--- src/rtl/lr_pkg.sv ---
// ----------------------------------------------------------------------------
// lr_pkg
// Shared widths, register indexes and controller/datapath interface types
// for the line rasterizer.
// ----------------------------------------------------------------------------
package lr_pkg;

  localparam int CoordW = 6;
  localparam int DimW   = 7;
  localparam int AddrW  = 12;
  localparam int ColorW = 32;
  localparam int IdxW   = 2;
  localparam int ErrW   = 9;

  localparam logic [ColorW-1:0] ColorReset = 32'd255;

  // Configuration register indexes
  localparam logic [IdxW-1:0] RegCanvasWidth  = 2'd0;
  localparam logic [IdxW-1:0] RegCanvasHeight = 2'd1;
  localparam logic [IdxW-1:0] RegStrokeColor  = 2'd2;

  // Commands from controller to datapath
  typedef struct packed {
    logic load;  // latch a new line command
    logic emit;  // push the current pixel into the output register and step
  } lr_cmd_t;

  // Status from datapath to controller
  typedef struct packed {
    logic out_free;  // output register can take a beat this cycle
    logic at_end;    // current pixel equals the end point
  } lr_status_t;

endpackage

--- src/rtl/lr_ctrl.sv ---
// ----------------------------------------------------------------------------
// lr_ctrl
// Line sequencer: waits for a command, then steps one pixel per free output
// slot until the end point has been emitted.
// ----------------------------------------------------------------------------
module lr_ctrl (
  input  logic               clk_i,
  input  logic               rst_ni,
  input  logic               in_valid_i,
  output logic               in_ready_o,
  input  lr_pkg::lr_status_t status_i,
  output lr_pkg::lr_cmd_t    cmd_o
);
  import lr_pkg::*;

  typedef enum logic {
    StIdle,
    StRun
  } state_e;

  state_e state_q, state_d;

  // Decode commands from the current state
  always_comb begin
    in_ready_o = (state_q == StIdle);
    cmd_o.load = (state_q == StIdle) && in_valid_i;
    cmd_o.emit = (state_q == StRun) && status_i.out_free;
  end

  // Advance the sequencer
  always_comb begin
    state_d = state_q;
    unique case (state_q)
      StIdle: begin
        if (in_valid_i) state_d = StRun;
      end
      StRun: begin
        if (status_i.out_free && status_i.at_end) state_d = StIdle;
      end
      default: state_d = StIdle;
    endcase
  end

  always_ff @(posedge clk_i or negedge rst_ni) begin
    if (!rst_ni) begin
      state_q <= StIdle;
    end else begin
      state_q <= state_d;
    end
  end

endmodule

--- src/rtl/lr_datapath.sv ---
// ----------------------------------------------------------------------------
// lr_datapath
// Configuration registers, Bresenham error stepper and output register with
// address generation and canvas test.
// ----------------------------------------------------------------------------
module lr_datapath #(
  parameter int MAX_DIM = 64
) (
  input  logic                       clk_i,
  input  logic                       rst_ni,
  // configuration writes
  input  logic                       cfg_valid_i,
  input  logic [lr_pkg::IdxW-1:0]    cfg_index_i,
  input  logic [lr_pkg::ColorW-1:0]  cfg_data_i,
  // line command
  input  logic [lr_pkg::CoordW-1:0]  start_x_i,
  input  logic [lr_pkg::CoordW-1:0]  start_y_i,
  input  logic [lr_pkg::CoordW-1:0]  end_x_i,
  input  logic [lr_pkg::CoordW-1:0]  end_y_i,
  // control
  input  lr_pkg::lr_cmd_t            cmd_i,
  output lr_pkg::lr_status_t         status_o,
  // result
  output logic                       out_valid_o,
  input  logic                       out_ready_i,
  output logic [lr_pkg::CoordW-1:0]  pixel_x_o,
  output logic [lr_pkg::CoordW-1:0]  pixel_y_o,
  output logic [lr_pkg::AddrW-1:0]   pixel_address_o,
  output logic [lr_pkg::ColorW-1:0]  pixel_color_o,
  output logic                       write_enable_o,
  output logic                       last_o
);
  import lr_pkg::*;

  localparam logic [CoordW-1:0] CoordMax = CoordW'(MAX_DIM - 1);
  localparam logic [DimW-1:0]   DimMax   = DimW'(MAX_DIM);

  logic [DimW-1:0]   width_q, height_q;
  logic [ColorW-1:0] color_q;
  logic [DimW-1:0]   cfg_dim;

  // Saturate canvas size writes to the maximum span
  assign cfg_dim = (cfg_data_i[DimW-1:0] > DimMax) ? DimMax : cfg_data_i[DimW-1:0];

  always_ff @(posedge clk_i or negedge rst_ni) begin
    if (!rst_ni) begin
      width_q  <= DimMax;
      height_q <= DimMax;
      color_q  <= ColorReset;
    end else if (cfg_valid_i) begin
      unique case (cfg_index_i)
        RegCanvasWidth:  width_q  <= cfg_dim;
        RegCanvasHeight: height_q <= cfg_dim;
        RegStrokeColor:  color_q  <= cfg_data_i;
        default: ;
      endcase
    end
  end

  // Clamp command coordinates and set up deltas
  logic [CoordW-1:0] sx_c, sy_c, ex_c, ey_c;
  logic [CoordW-1:0] dx_in, dy_in;

  assign sx_c  = (start_x_i > CoordMax) ? CoordMax : start_x_i;
  assign sy_c  = (start_y_i > CoordMax) ? CoordMax : start_y_i;
  assign ex_c  = (end_x_i > CoordMax) ? CoordMax : end_x_i;
  assign ey_c  = (end_y_i > CoordMax) ? CoordMax : end_y_i;
  assign dx_in = (ex_c > sx_c) ? (ex_c - sx_c) : (sx_c - ex_c);
  assign dy_in = (ey_c > sy_c) ? (ey_c - sy_c) : (sy_c - ey_c);

  logic [CoordW-1:0]        x_q, y_q, xe_q, ye_q, dx_q, dy_q;
  logic                     sxp_q, syp_q;
  logic signed [ErrW-1:0]   err_q;
  logic signed [ErrW:0]     e2, dx_s, dy_neg;
  logic                     x_step, y_step;
  logic signed [ErrW-1:0]   err_next;

  // Bresenham step decision, both tests on the same doubled error
  assign e2       = {err_q, 1'b0};
  assign dx_s     = $signed({{(ErrW+1-CoordW){1'b0}}, dx_q});
  assign dy_neg   = -$signed({{(ErrW+1-CoordW){1'b0}}, dy_q});
  assign x_step   = (e2 > dy_neg);
  assign y_step   = (e2 < dx_s);
  assign err_next = err_q
                  - (x_step ? $signed({{(ErrW-CoordW){1'b0}}, dy_q}) : '0)
                  + (y_step ? $signed({{(ErrW-CoordW){1'b0}}, dx_q}) : '0);

  always_ff @(posedge clk_i) begin
    if (cmd_i.load) begin
      x_q   <= sx_c;
      y_q   <= sy_c;
      xe_q  <= ex_c;
      ye_q  <= ey_c;
      dx_q  <= dx_in;
      dy_q  <= dy_in;
      sxp_q <= (sx_c < ex_c);
      syp_q <= (sy_c < ey_c);
      err_q <= $signed({{(ErrW-CoordW){1'b0}}, dx_in})
             - $signed({{(ErrW-CoordW){1'b0}}, dy_in});
    end else if (cmd_i.emit && !status_o.at_end) begin
      if (x_step) x_q <= sxp_q ? x_q + 1'b1 : x_q - 1'b1;
      if (y_step) y_q <= syp_q ? y_q + 1'b1 : y_q - 1'b1;
      err_q <= err_next;
    end
  end

  // Canvas test and framebuffer address of the current pixel
  logic                  in_canvas;
  logic [CoordW+DimW:0]  addr_full;

  assign in_canvas = ({1'b0, x_q} < width_q) && ({1'b0, y_q} < height_q);
  assign addr_full = (CoordW+DimW+1)'(y_q * width_q) + (CoordW+DimW+1)'(x_q);

  always_comb begin
    status_o.at_end   = (x_q == xe_q) && (y_q == ye_q);
    status_o.out_free = !out_valid_o || out_ready_i;
  end

  // Hold the output beat until taken
  always_ff @(posedge clk_i or negedge rst_ni) begin
    if (!rst_ni) begin
      out_valid_o <= 1'b0;
    end else if (cmd_i.emit) begin
      out_valid_o <= 1'b1;
    end else if (out_ready_i) begin
      out_valid_o <= 1'b0;
    end
  end

  always_ff @(posedge clk_i) begin
    if (cmd_i.emit) begin
      pixel_x_o       <= x_q;
      pixel_y_o       <= y_q;
      pixel_address_o <= in_canvas ? addr_full[AddrW-1:0] : '0;
      pixel_color_o   <= color_q;
      write_enable_o  <= in_canvas;
      last_o          <= status_o.at_end;
    end
  end

endmodule

--- src/rtl/line_rasterizer.sv ---
// ----------------------------------------------------------------------------
// line_rasterizer
// Bresenham line stepper: one line command in, one pixel beat per step out.
// ----------------------------------------------------------------------------
// Usage:
//   Input channel (in_valid_i/in_ready_o) takes a line command with start and
//   end coordinates. Output channel (out_valid_o/out_ready_i) returns one beat
//   per pixel from start to end inclusive; last_o marks the end point.
//   write_enable_o is low, and pixel_address_o zero, for pixels outside the
//   configured canvas. The config channel (cfg_valid_i/cfg_ready_o) writes
//   canvas width, height and stroke color; it is always ready and should be
//   used only while no line is in flight.
// Timing:
//   A command is latched into the stepper registers when accepted; each pixel
//   is then pushed into the output register, one pixel per cycle when the
//   receiver never stalls, out of the single error-stepper register. The next
//   command is accepted once the last pixel has entered the output register.
// Reset and stall:
//   Reset returns to idle with a 64x64 canvas clamped to MAX_DIM and color
//   0x000000FF. A stall on out_ready_i freezes the stepper; no beat is lost.
// ----------------------------------------------------------------------------
module line_rasterizer #(
  parameter int MAX_DIM = 64
) (
  input  logic                       clk_i,
  input  logic                       rst_ni,
  // configuration channel
  input  logic                       cfg_valid_i,
  output logic                       cfg_ready_o,
  input  logic [lr_pkg::IdxW-1:0]    cfg_index_i,
  input  logic [lr_pkg::ColorW-1:0]  cfg_data_i,
  // command channel
  input  logic                       in_valid_i,
  output logic                       in_ready_o,
  input  logic [lr_pkg::CoordW-1:0]  start_x_i,
  input  logic [lr_pkg::CoordW-1:0]  start_y_i,
  input  logic [lr_pkg::CoordW-1:0]  end_x_i,
  input  logic [lr_pkg::CoordW-1:0]  end_y_i,
  // pixel channel
  output logic                       out_valid_o,
  input  logic                       out_ready_i,
  output logic [lr_pkg::CoordW-1:0]  pixel_x_o,
  output logic [lr_pkg::CoordW-1:0]  pixel_y_o,
  output logic [lr_pkg::AddrW-1:0]   pixel_address_o,
  output logic [lr_pkg::ColorW-1:0]  pixel_color_o,
  output logic                       write_enable_o,
  output logic                       last_o
);
  import lr_pkg::*;

  lr_cmd_t    cmd;
  lr_status_t status;

  assign cfg_ready_o = 1'b1;

  lr_ctrl u_ctrl (
    .clk_i      (clk_i),
    .rst_ni     (rst_ni),
    .in_valid_i (in_valid_i),
    .in_ready_o (in_ready_o),
    .status_i   (status),
    .cmd_o      (cmd)
  );

  lr_datapath #(
    .MAX_DIM (MAX_DIM)
  ) u_datapath (
    .clk_i           (clk_i),
    .rst_ni          (rst_ni),
    .cfg_valid_i     (cfg_valid_i),
    .cfg_index_i     (cfg_index_i),
    .cfg_data_i      (cfg_data_i),
    .start_x_i       (start_x_i),
    .start_y_i       (start_y_i),
    .end_x_i         (end_x_i),
    .end_y_i         (end_y_i),
    .cmd_i           (cmd),
    .status_o        (status),
    .out_valid_o     (out_valid_o),
    .out_ready_i     (out_ready_i),
    .pixel_x_o       (pixel_x_o),
    .pixel_y_o       (pixel_y_o),
    .pixel_address_o (pixel_address_o),
    .pixel_color_o   (pixel_color_o),
    .write_enable_o  (write_enable_o),
    .last_o          (last_o)
  );

endmodule

--- config.mk ---
export PLATFORM = sky130hd
export DESIGN_NAME = line_rasterizer
export DESIGN_NICKNAME = d
export VERILOG_FILES = /design/src/rtl/lr_pkg.sv /design/src/rtl/lr_ctrl.sv /design/src/rtl/lr_datapath.sv /design/src/rtl/line_rasterizer.sv
export SDC_FILE = /design/constraint.sdc
export NUM_CORES = 1
export LEC_CHECK = 0
export BUFFER_PORTS_ARGS = -buffer_cell sky130_fd_sc_hd__buf_2
export CORE_UTILIZATION = 50
export CTS_CLUSTER_DIAMETER = 30
export DETAILED_ROUTE_END_ITERATION = 7
export MAX_ROUTING_LAYER = met4
export PLACE_DENSITY = 0.81
export SLEW_MARGIN = 20
export SYNTH_ARGS = -nofsm -noshare
export SYNTH_HDL_FRONTEND = slang
export SYNTH_SLANG_ARGS = --single-unit
--- constraint.sdc ---
create_clock -name clk_i -period 5.45 [get_ports clk_i]
set_clock_uncertainty 0.1 [all_clocks]
set_input_delay 0 -clock clk_i [delete_from_list [all_inputs] [get_ports clk_i]]
set_output_delay 0 -clock clk_i [all_outputs]
set_load 0.05 [all_outputs]
==> run summary, run 1 <==
Share of synthesized flip-flops with an asynchronous set or reset: 0.314. Counting every net in the synthesized netlist gives 1059. In this run, CTS created clock tree buffers numbering 17. 0 antenna diodes ended up in the layout. The tightest slew margin relative to the limit is 0.369, and the number of cell instances on the worst register-to-register path is 19. In this run the core area contains 50 standard-cell rows.

The total leakage power came out at 5.49 nW. In this run the critical register-to-register path is captured at u_datapath.err_q[8]$_DFFE_PP_. The tools report the total of endpoints with negative setup slack in the final report as 0. For this run, design rule violations remaining after detail routing come to 0. Overall power consumption after layout is estimated at 0.00590 W.

The run gives 0.944 as the routability congestion estimate. The level count of the clock H-tree is 4. In this run the worst path has a maximum fanout of 6. The synthesized netlist occupies a cell area of 0.00965 mm2. Number of synthesized flops with an enable pin: 105. Across the VDD grid, the largest voltage drop is 0.295 mV. The number of gates given a new drive strength after cts is 0, and the routed via count is 6760.

The first global-routing pass estimated 34.8 mm of wire. The number of distinct library cells after synthesis is 57. The worst setup path is of the reg2reg kind. The routed design has 21.7 mm of wire.

TritonCTS built the clock tree. The worst hold path passes through 3 cells. Based on the critical path, the design can be clocked at up to 0.200 GHz. For the pin with the worst max-slew slack, the measured transition is 0.946 ns. Buffers placed on the I/O ports in this run total 122. The ratio of final minimum period to clock period works out to 0.916.

Setup repair after global routing left no endpoint under its margin. After the last flow step, the layout net total stands at 1227. After detailed routing, the number of vias per cell comes to 5.20. The run finished with clean final reports. The area share of the leading cell type in the synthesized netlist works out to 0.327. The clock reaches the later pin of the worst-skew pair after 0.43 ns. The tools report the sequential element share of the synthesized area as 0.452. For the final core area utilization, the log shows 0.623. The slowest stage of the critical path is the sky130_fd_sc_hd__fa_1 cell.

For the number of global-route vias before repair, the log shows 6942. The clock tree buffer depth is 2. The logs give 0.513 for the initial core utilization and 5.05 ns for the data arrival time of the worst path.

Clock-pin slew reported for the worst setup and hold paths after clock tree synthesis: 0.07 ns. Power per cell area: 503 mW/mm2. Dividing the synthesized area by the synthesized cell count gives 11.3 um2. The area growth from synthesis to layout is 21.4%. The floorplan step defined a core boundary enclosing 0.0188 mm2.

In this run the most used layer during global routing was met2. The die outline width works out to 141 um. The signal on the critical path passes through nor3_1 -> nand3_1 -> nor2_1 -> ha_1 -> a21o_1 -> a2111o_1 -> a2bb2oi_1 -> o41a_1 -> and2_1 -> fa_1 -> inv_1 -> fa_1 -> a21o_1 -> a21oi_1 -> o21ai_1 -> a31o_1 -> a21oi_1 -> xnor2_1 -> o21ai_1. The layout cell share with drive strength beyond 1 works out to 0.204. The routed design could run at a clock period as short as 4.99 ns. The run gives 5 as the total iterations of the first detailed-routing run.

The run gives 60 as the maximum number of pins on one net before global-route repair. The library cells used most frequently in the layout, excluding fill and tap cells, are 122 x sky130_fd_sc_hd__buf_2, 113 x sky130_fd_sc_hd__inv_1, 105 x sky130_fd_sc_hd__edfxtp_1, 102 x sky130_fd_sc_hd__ha_1, 62 x sky130_fd_sc_hd__dlygate4sd3_1. Global-route usage over all layers: 0.235. The worst hold path startpoint is cfg_valid_i. Adding up every negative setup slack in the final design gives 0 ns.

The tools report the number of hold violations in the final report as 0. OpenSTA, run right after detailed placement, puts the worst setup slack at 0.513 ns. The routing usage on met2 is 0.387, and the peak per-stage delay on the critical path is 0.50 ns. STA classifies the critical path startpoint as a flip-flop. The post-synthesis cell type with the largest combined area was sky130_fd_sc_hd__edfxtp_1. The count of nets left with antenna violations once routing finished came out at 0.

In this run the critical register-to-register path is launched from u_datapath.dy_q[3]$_DFFE_PP_. The total count of max-transition violations in the final report is 0, and the post-layout worst setup margin is 0.456 ns. The HPWL after detailed placement is 15.2 mm. The worst hold path belongs to the class in2reg. CTS placed an instance of sky130_fd_sc_hd__clkbuf_16 at the clock tree root. The most used flip-flop cell after synthesis is sky130_fd_sc_hd__edfxtp_1. The tools report the total die area as 0.0199 mm2. The number of maximum-capacitance violations is 0, and the chip height is 141 um. After global routing the overflow that remains totals 0.

The global-route met1 utilization is 0.300. The worst reg-to-reg setup slack came out at 0.46 ns. The most common cell after layout, fill and taps aside was sky130_fd_sc_hd__buf_2.

CTS saw 153 sinks. The terminating pin of the worst hold path is u_datapath.width_q[4]$_DFFE_PN0P_. The first-iteration detailed-routing DRC count was 478. Yosys printed 0 warnings. The tools report the number of antenna violations at the first check in global routing as 0. The sort of element at the end of the critical path was a flip-flop. The required time of the worst setup path is 5.51 ns. The synthesized netlist cell count is 858. The logs give 0.0377 for the met3 capacity usage during global routing and 124 for the number of top-level pins. The detail-routed net length per standard cell came out at 16.7 um. The synthesized design contains 153 register bits. By area the synthesized netlist is led by sky130_fd_sc_hd__edfxtp_1 33%, sky130_fd_sc_hd__ha_1 13%, sky130_fd_sc_hd__dfrtp_1 9.8%, sky130_fd_sc_hd__fa_1 7.5%, sky130_fd_sc_hd__inv_1 4.4%.
-- cell type report --
| type | count | area [um2] |
|---|---|---|
| Inverter | 114 | 428 |
| Clock buffer | 17 | 425 |
| Tap cell | 260 | 325 |
| Sequential cell | 153 | 4370 |
| Fill cell | 1397 | 7110 |
| Multi-Input combinational cell | 551 | 4700 |
| Timing Repair Buffer | 189 | 1270 |
| Clock inverter | 15 | 209 |
-- per-layer routing --
metal | up-vias | part of all wire
li1 | 3232 | -
met1 | 3280 | 0.44
met2 | 220 | 0.49
met3 | 28 | 0.053
met4 | 0 | 0.018
met5 | - | 0
-- power breakdown --
part	total, W	internal, W	switching, W	leakage [nW]
registers	0.00187	0.00163	0.000237	1.57
logic	0.00278	0.00116	0.00162	3.61
clock network	0.00125	0.000641	0.000607	0.306
-- worst max path at each step --
stage,slack [ns],from,endpoint
floorplan,0.88,u_datapath.dy_q[3]$_DFFE_PP_,u_datapath.err_q[8]$_DFFE_PP_
detailed placement,0.51,u_datapath.dy_q[3]$_DFFE_PP_,u_datapath.err_q[8]$_DFFE_PP_
global route,0.12,u_datapath.dy_q[3]$_DFFE_PP_,u_datapath.err_q[7]$_DFFE_PP_
finish,0.46,u_datapath.dy_q[3]$_DFFE_PP_,u_datapath.err_q[8]$_DFFE_PP_
CTS,0.49,u_datapath.dy_q[3]$_DFFE_PP_,u_datapath.err_q[8]$_DFFE_PP_
global placement,0.61,u_datapath.dy_q[3]$_DFFE_PP_,u_datapath.err_q[8]$_DFFE_PP_
-- repair_timing --
item,4_1_cts,5_1_grt
endpoints found under the hold margin,122,0
buffers inserted,0,0
hold buffers,62,0
-- synth_stat cells (2+ instances only) --
cell and number:
sky130_fd_sc_hd__edfxtp_1 105, sky130_fd_sc_hd__nor2b_1 5, sky130_fd_sc_hd__nand3b_1 2, sky130_fd_sc_hd__nor2_1 44, sky130_fd_sc_hd__nor4_1 3, sky130_fd_sc_hd__a21oi_1 43, sky130_fd_sc_hd__mux2i_1 7, sky130_fd_sc_hd__nand2b_1 10
sky130_fd_sc_hd__a221oi_1 2, sky130_fd_sc_hd__o21ai_1 5, sky130_fd_sc_hd__a211oi_1 2, sky130_fd_sc_hd__and3b_1 2, sky130_fd_sc_hd__xor2_1 33, sky130_fd_sc_hd__clkbuf_1 37, sky130_fd_sc_hd__nor3_1 4, sky130_fd_sc_hd__and3_1 2
sky130_fd_sc_hd__inv_1 113, sky130_fd_sc_hd__and2_1 31, sky130_fd_sc_hd__o21bai_1 9, sky130_fd_sc_hd__fa_1 36, sky130_fd_sc_hd__o21ai_0 26, sky130_fd_sc_hd__nand4_1 4, sky130_fd_sc_hd__or3_1 2, sky130_fd_sc_hd__mux2_2 34
sky130_fd_sc_hd__dfstp_2 10, sky130_fd_sc_hd__dfrtp_1 38, sky130_fd_sc_hd__nand2_1 59, sky130_fd_sc_hd__a21o_1 26, sky130_fd_sc_hd__ha_1 102, sky130_fd_sc_hd__nand3_1 5, sky130_fd_sc_hd__xnor2_1 31
-- worst max-delay path, delay by kind of cell (launching register included) --
kind | cells | cell delay [ns]
and+or+nand+nor | 4 | 0.86
adders and majority gates | 3 | 1.22
AOI/OAI and AO/OA | 10 | 1.90
DFF | 1 | 0.44
xor gates and xnor gates | 1 | 0.14
buffers and inverters | 1 | 0.07
-- state kept, by name, summed over array words and instances (netlist names), 7 cells and up --
register and flops:
u_datapath.color_q 32, u_datapath.pixel_color_o 32, u_datapath.pixel_address_o 12, u_datapath.err_q 9, u_datapath.height_q 7, u_datapath.width_q 7
-- through the flow --
| step | hold slack [ns] | instances | area, um2 |
|---|---|---|---|
| 2_1_floorplan | -0.396 | 858 | 9650 |
| 4_1_cts | 0.0669 | 1299 | 11700 |
| 5_1_grt | 0.104 | 1299 | 11700 |
| 3_3_place_gp | 0.0343 | 1205 | 10500 |
| 3_5_place_dp | 0.0340 | 1205 | 10500 |
| 6_report | 0.0931 | 1299 | 11700 |
-- cells by family after synthesis --
family	Yosys count	share of synthesized area
compound gates	128	0.0837
xor+xnor	64	0.0581
fa+ha+maj	138	0.207
buf+inv	154	0.0610
flops	153	0.452
mux	43	0.0495
other cells	1	0.000388
simple gates	177	0.0881
Note: power is estimated with default switching activity, not from simulation.
==> run 2, diff against run 1 <==
- SYNTH_HIERARCHICAL: not set -> 1
==> run 2 against run 1 <==
  * Sequential share of layout area is 0.16 points lower
  * Clock power is 6% lower
  * Power is 6.9% higher
  * Largest cell class unchanged
==> run summary, run 2 <==
The flow ran to the end, and the final reports show no timing, DRC or antenna violations. The post-route setup TNS came out at 0 ns (unchanged). In this run the critical register-to-register path is launched from u_datapath/dy_q[0]$_DFFE_PP_. The class of the tightest hold or removal check is in2async. The routed via count came out at 6949 (+2.8%).

The total iterations of the first detailed-routing run was 5 (unchanged); the detailed placer's ending HPWL was 14.8 mm (-3.2%). The total leakage power was 5.44 nW (-0.96%); the tightest slew margin relative to the limit was 0.450 (+0.0811). The critical setup path kind is reg2reg.

The maximum fanout encountered on the critical timing path was 6 (unchanged); the share of synthesized flip-flops with an asynchronous set or reset was 0.314 (unchanged). Cell with the most instances after synthesis: sky130_fd_sc_hd__inv_1. Post-synthesis cell type with the largest combined area: sky130_fd_sc_hd__edfxtp_1.

The logs give 0.0189 mm2 (+0.33%) for the core footprint and 0.00976 mm2 (+1.0%) for the post-synthesis instance area. By area the synthesized netlist is led by sky130_fd_sc_hd__edfxtp_1 32%, sky130_fd_sc_hd__ha_1 13%, sky130_fd_sc_hd__dfrtp_1 9.7%, sky130_fd_sc_hd__fa_1 7.4%, sky130_fd_sc_hd__inv_1 4.8%. The share of the synthesized netlist area taken by xor and xnor gates is 0.0521 (-0.00599).

The worst setup path is captured at a flip-flop. After synthesis, the most frequently instantiated cells are 126 x sky130_fd_sc_hd__inv_1, 105 x sky130_fd_sc_hd__edfxtp_1, 102 x sky130_fd_sc_hd__ha_1. The peak per-stage delay on the critical path works out to 0.51 ns (about the same). The per-cell via count in the routed design was 5.26 (+1.1%); the routability congestion estimate was 0.926 (-1.9%). Global-route wire length before repair: 34.1 mm (-2.0%).

The most common cell after layout, fill and taps aside was sky130_fd_sc_hd__inv_1. The maximum clock frequency came out at 0.207 GHz (+3.6%). On the critical path, the stage with the largest delay is an instance of sky130_fd_sc_hd__fa_1. In the layout the commonest cells are 126 x sky130_fd_sc_hd__inv_1, 122 x sky130_fd_sc_hd__buf_2, 105 x sky130_fd_sc_hd__edfxtp_1, 102 x sky130_fd_sc_hd__ha_1, 74 x sky130_fd_sc_hd__nand2_1.

The initial core utilization is 0.516 (+0.00367). The logs give 0 (unchanged) for the residual overflow from global routing and 6 (+6) for the number of synthesis warnings. The tools report the aggregate routed wire length as 21.1 mm (-2.7%). Compared with the post-synthesis result, the final layout area differs by 20.7%.

The chip height was 142 um (+0.51%). The run gives 61 (+1.7%) as the maximum number of pins on one net before global-route repair. Traced cell by cell, the critical path runs through nor3_1 -> nand2_1 -> nor2_1 -> ha_1 -> and3_1 -> nand4_1 -> o21ai_0 -> a21oi_1 -> mux2_2 -> nor2_1 -> fa_1 -> inv_1 -> fa_1 -> a211oi_1 -> o21ai_0 -> a31oi_1 -> o21bai_1 -> xor2_1 -> o21ai_0. For the number of rows in the core area, the log shows 50 (unchanged).

The number of fill cells in the layout was 1463 (+4.7%). The most critical setup path has its endpoint at u_datapath/err_q[8]$_DFFE_PP_. The adder-cell area share of the yosys netlist works out to 0.205 (-0.00215). The power per cell area was 536 mW/mm2 (+6.4%).

For the total of endpoints with negative setup slack in the final report, the log shows 0 (unchanged). Setup repair after global routing left no endpoint under its margin. The simple-gate portion of the synthesized area is 0.0848 (-0.00335), and the sequential element share of the synthesized area is 0.448 (-0.00470). The tools report the final routed DRC violation total as 0 (unchanged). The area share of the leading cell type in the synthesized netlist was 0.323 (-0.00339); the number of buffers inserted by post-CTS setup repair was 0 (unchanged). The mean cell area of the mapped netlist was 11.0 um2 (-1.9%). The tools report the net count after synthesis as 1085 (+2.5%).

The layout cell share with drive strength beyond 1 works out to 0.205 (+0.00142). The data arrival time of the worst path is 4.88 ns (-0.17 ns). The worst reg-to-reg setup slack is 0.63 ns (+0.17 ns), and the number of gates given a new drive strength after cts is 0 (unchanged). TritonCTS built the clock tree. The total number of clock tree sinks came out at 153 (unchanged). The post-route antenna net violation count came out at 0 (unchanged).

The compound-cell area share of the yosys netlist was 0.0889 (+0.00516); the ratio of final minimum period to clock period was 0.884 (-0.0319). The total power draw was 0.00631 W (+6.9%); the detail-routed net length per standard cell was 16.0 um (-4.3%). Dominant combinational cell family by area after synthesis: adder cells. For this run, the leading register cell type out of synthesis is sky130_fd_sc_hd__edfxtp_1.

The number of hold-repair buffers added at the cts stage was 64 (+3.2%); the number of cell instances on the worst register-to-register path was 19 (unchanged). The die outline width was 142 um (+0.51%). For the number of antenna violations at the first check in global routing, the log shows 0 (unchanged).

The run gives 0.229 (-0.00661) as the global-route usage over all layers. In this run the clock root is driven by a sky130_fd_sc_hd__clkbuf_16. The clock tree buffer depth was 2 (unchanged); the peak ir drop on the vdd network was 0.291 mV (-1.4%).

The clock-pin slew reported for the worst setup and hold paths after clock tree synthesis was 0.07 ns (about the same). The endpoint identified for the worst register-to-register timing path is u_datapath/err_q[8]$_DFFE_PP_. The clock period minus worst slack was 4.82 ns (-0.174 ns); the number of global-route vias before repair was 6942 (unchanged).

The clock buffer count from CTS is 17 (unchanged), and the final layout net count is 1249 (+1.8%). By instance count, the cell type seen most on the critical path is sky130_fd_sc_hd__o21ai_0. In the final layout, the registers with the most flip-flops are u_datapath/color_q (32), u_datapath/pixel_color_o (32), u_datapath/pixel_address_o (12). The count of port buffers added during placement is 122 (unchanged), and the worst-skew pair later-pin latency is 0.43 ns (about the same). The number of register bits inferred by synthesis was 153 (unchanged); the number of distinct library cells after synthesis was 55 (-3.5%). Kind of launch point of the worst setup path: a flip-flop.

The run gives 0 (unchanged) as the diode insertion count for antenna repair. The proportion of synthesized area in mux cells came out at 0.0543 (+0.00474). The logs give 884 (+3.0%) for the synthesized netlist cell count and 440 (-7.9%) for the first-iteration detailed-routing DRC count.

The run gives 0 (unchanged) as the number of hold violations in the final report. The number of top-level pins is 124 (unchanged), and the number of maximum-capacitance violations is 0 (unchanged). Total die area: 0.0201 mm2 (+1.0%). The number of synthesized flops with an enable pin came out at 105 (unchanged). The critical path starts at u_datapath/dy_q[0]$_DFFE_PP_.

The total count of max-transition violations in the final report was 0 (unchanged); the measured slew at the worst slew-check pin was 0.826 ns (-0.121 ns). The tools report the level count of the clock H-tree as 4 (unchanged). The required time of the worst setup path was 5.51 ns (about the same).
[run 2: worst max-delay path: cells and delay by family (launching register included)]
family	cells	cell delay, ns
buffers and inverters	1	0.07
AOI/OAI and AO/OA	7	1.17
adders and majority gates	3	1.29
xor gates and xnor gates	1	0.13
DFF	1	0.43
muxes	1	0.26
and+or+nand+nor	6	1.09
[run 2: logic make-up after synthesis]
kind of cell | after synthesis
multiplexers | 48
adder cells (fa/ha/maj) | 138
buffers and inverters | 172
AND/OR/NAND/NOR | 176
XOR/XNOR | 58
flip-flops | 153
other | 1
AO/OA/AOI/OAI | 138
[run 2: layer usage]
metal  GRT usage  part of all wire
met1       0.280              0.43
met2       0.369              0.49
met3      0.0489             0.057
met4      0.0922             0.023
met5           -                 0
[run 2: worst min-delay path by stage]
stage          cells after the start                                 to  slack (ns)
2_1_floorplan                      0           u_ctrl/state_q$_DFF_PN0_       -0.40
3_3_place_gp                       2  u_datapath/width_q[2]$_DFFE_PN0P_        0.03
3_5_place_dp                       2  u_datapath/width_q[2]$_DFFE_PN0P_        0.04
4_1_cts                            3  u_datapath/width_q[0]$_DFFE_PN0P_        0.09
5_1_grt                            3  u_datapath/width_q[0]$_DFFE_PN0P_        0.11
6_report                           3  u_datapath/width_q[2]$_DFFE_PN0P_        0.11
[run 2: layout make-up]
cell class	instances	area, um2	area share
multi-input combinational	559	4730	0.402
inverter	126	473	0.0402
sequential	153	4370	0.371
tap	260	325	0.0276
timing repair buffer	191	1290	0.109
clock inverter	14	159	0.0135
clock buffer	18	429	0.0365
[run 2: power breakdown]
group | leakage (nW) | internal, W | switching, W
Sequential | 1.59 | 0.00169 | 0.000245
Combinational | 3.56 | 0.00128 | 0.00193
Clock | 0.286 | 0.000649 | 0.000516
[run 2: metrics by stage]
step                std cells  hold WS [ns]  worst slack, ns  utilization  area [um2]
finish                   1321         0.109            0.630        0.623       11800
global route             1321         0.111            0.247        0.623       11800
CTS                      1321        0.0908            0.692        0.623       11800
detailed placement       1225        0.0355            0.683        0.558       10500
global placement         1225        0.0332            0.808        0.558       10500
floorplan                 884        -0.396            0.916            -        9760
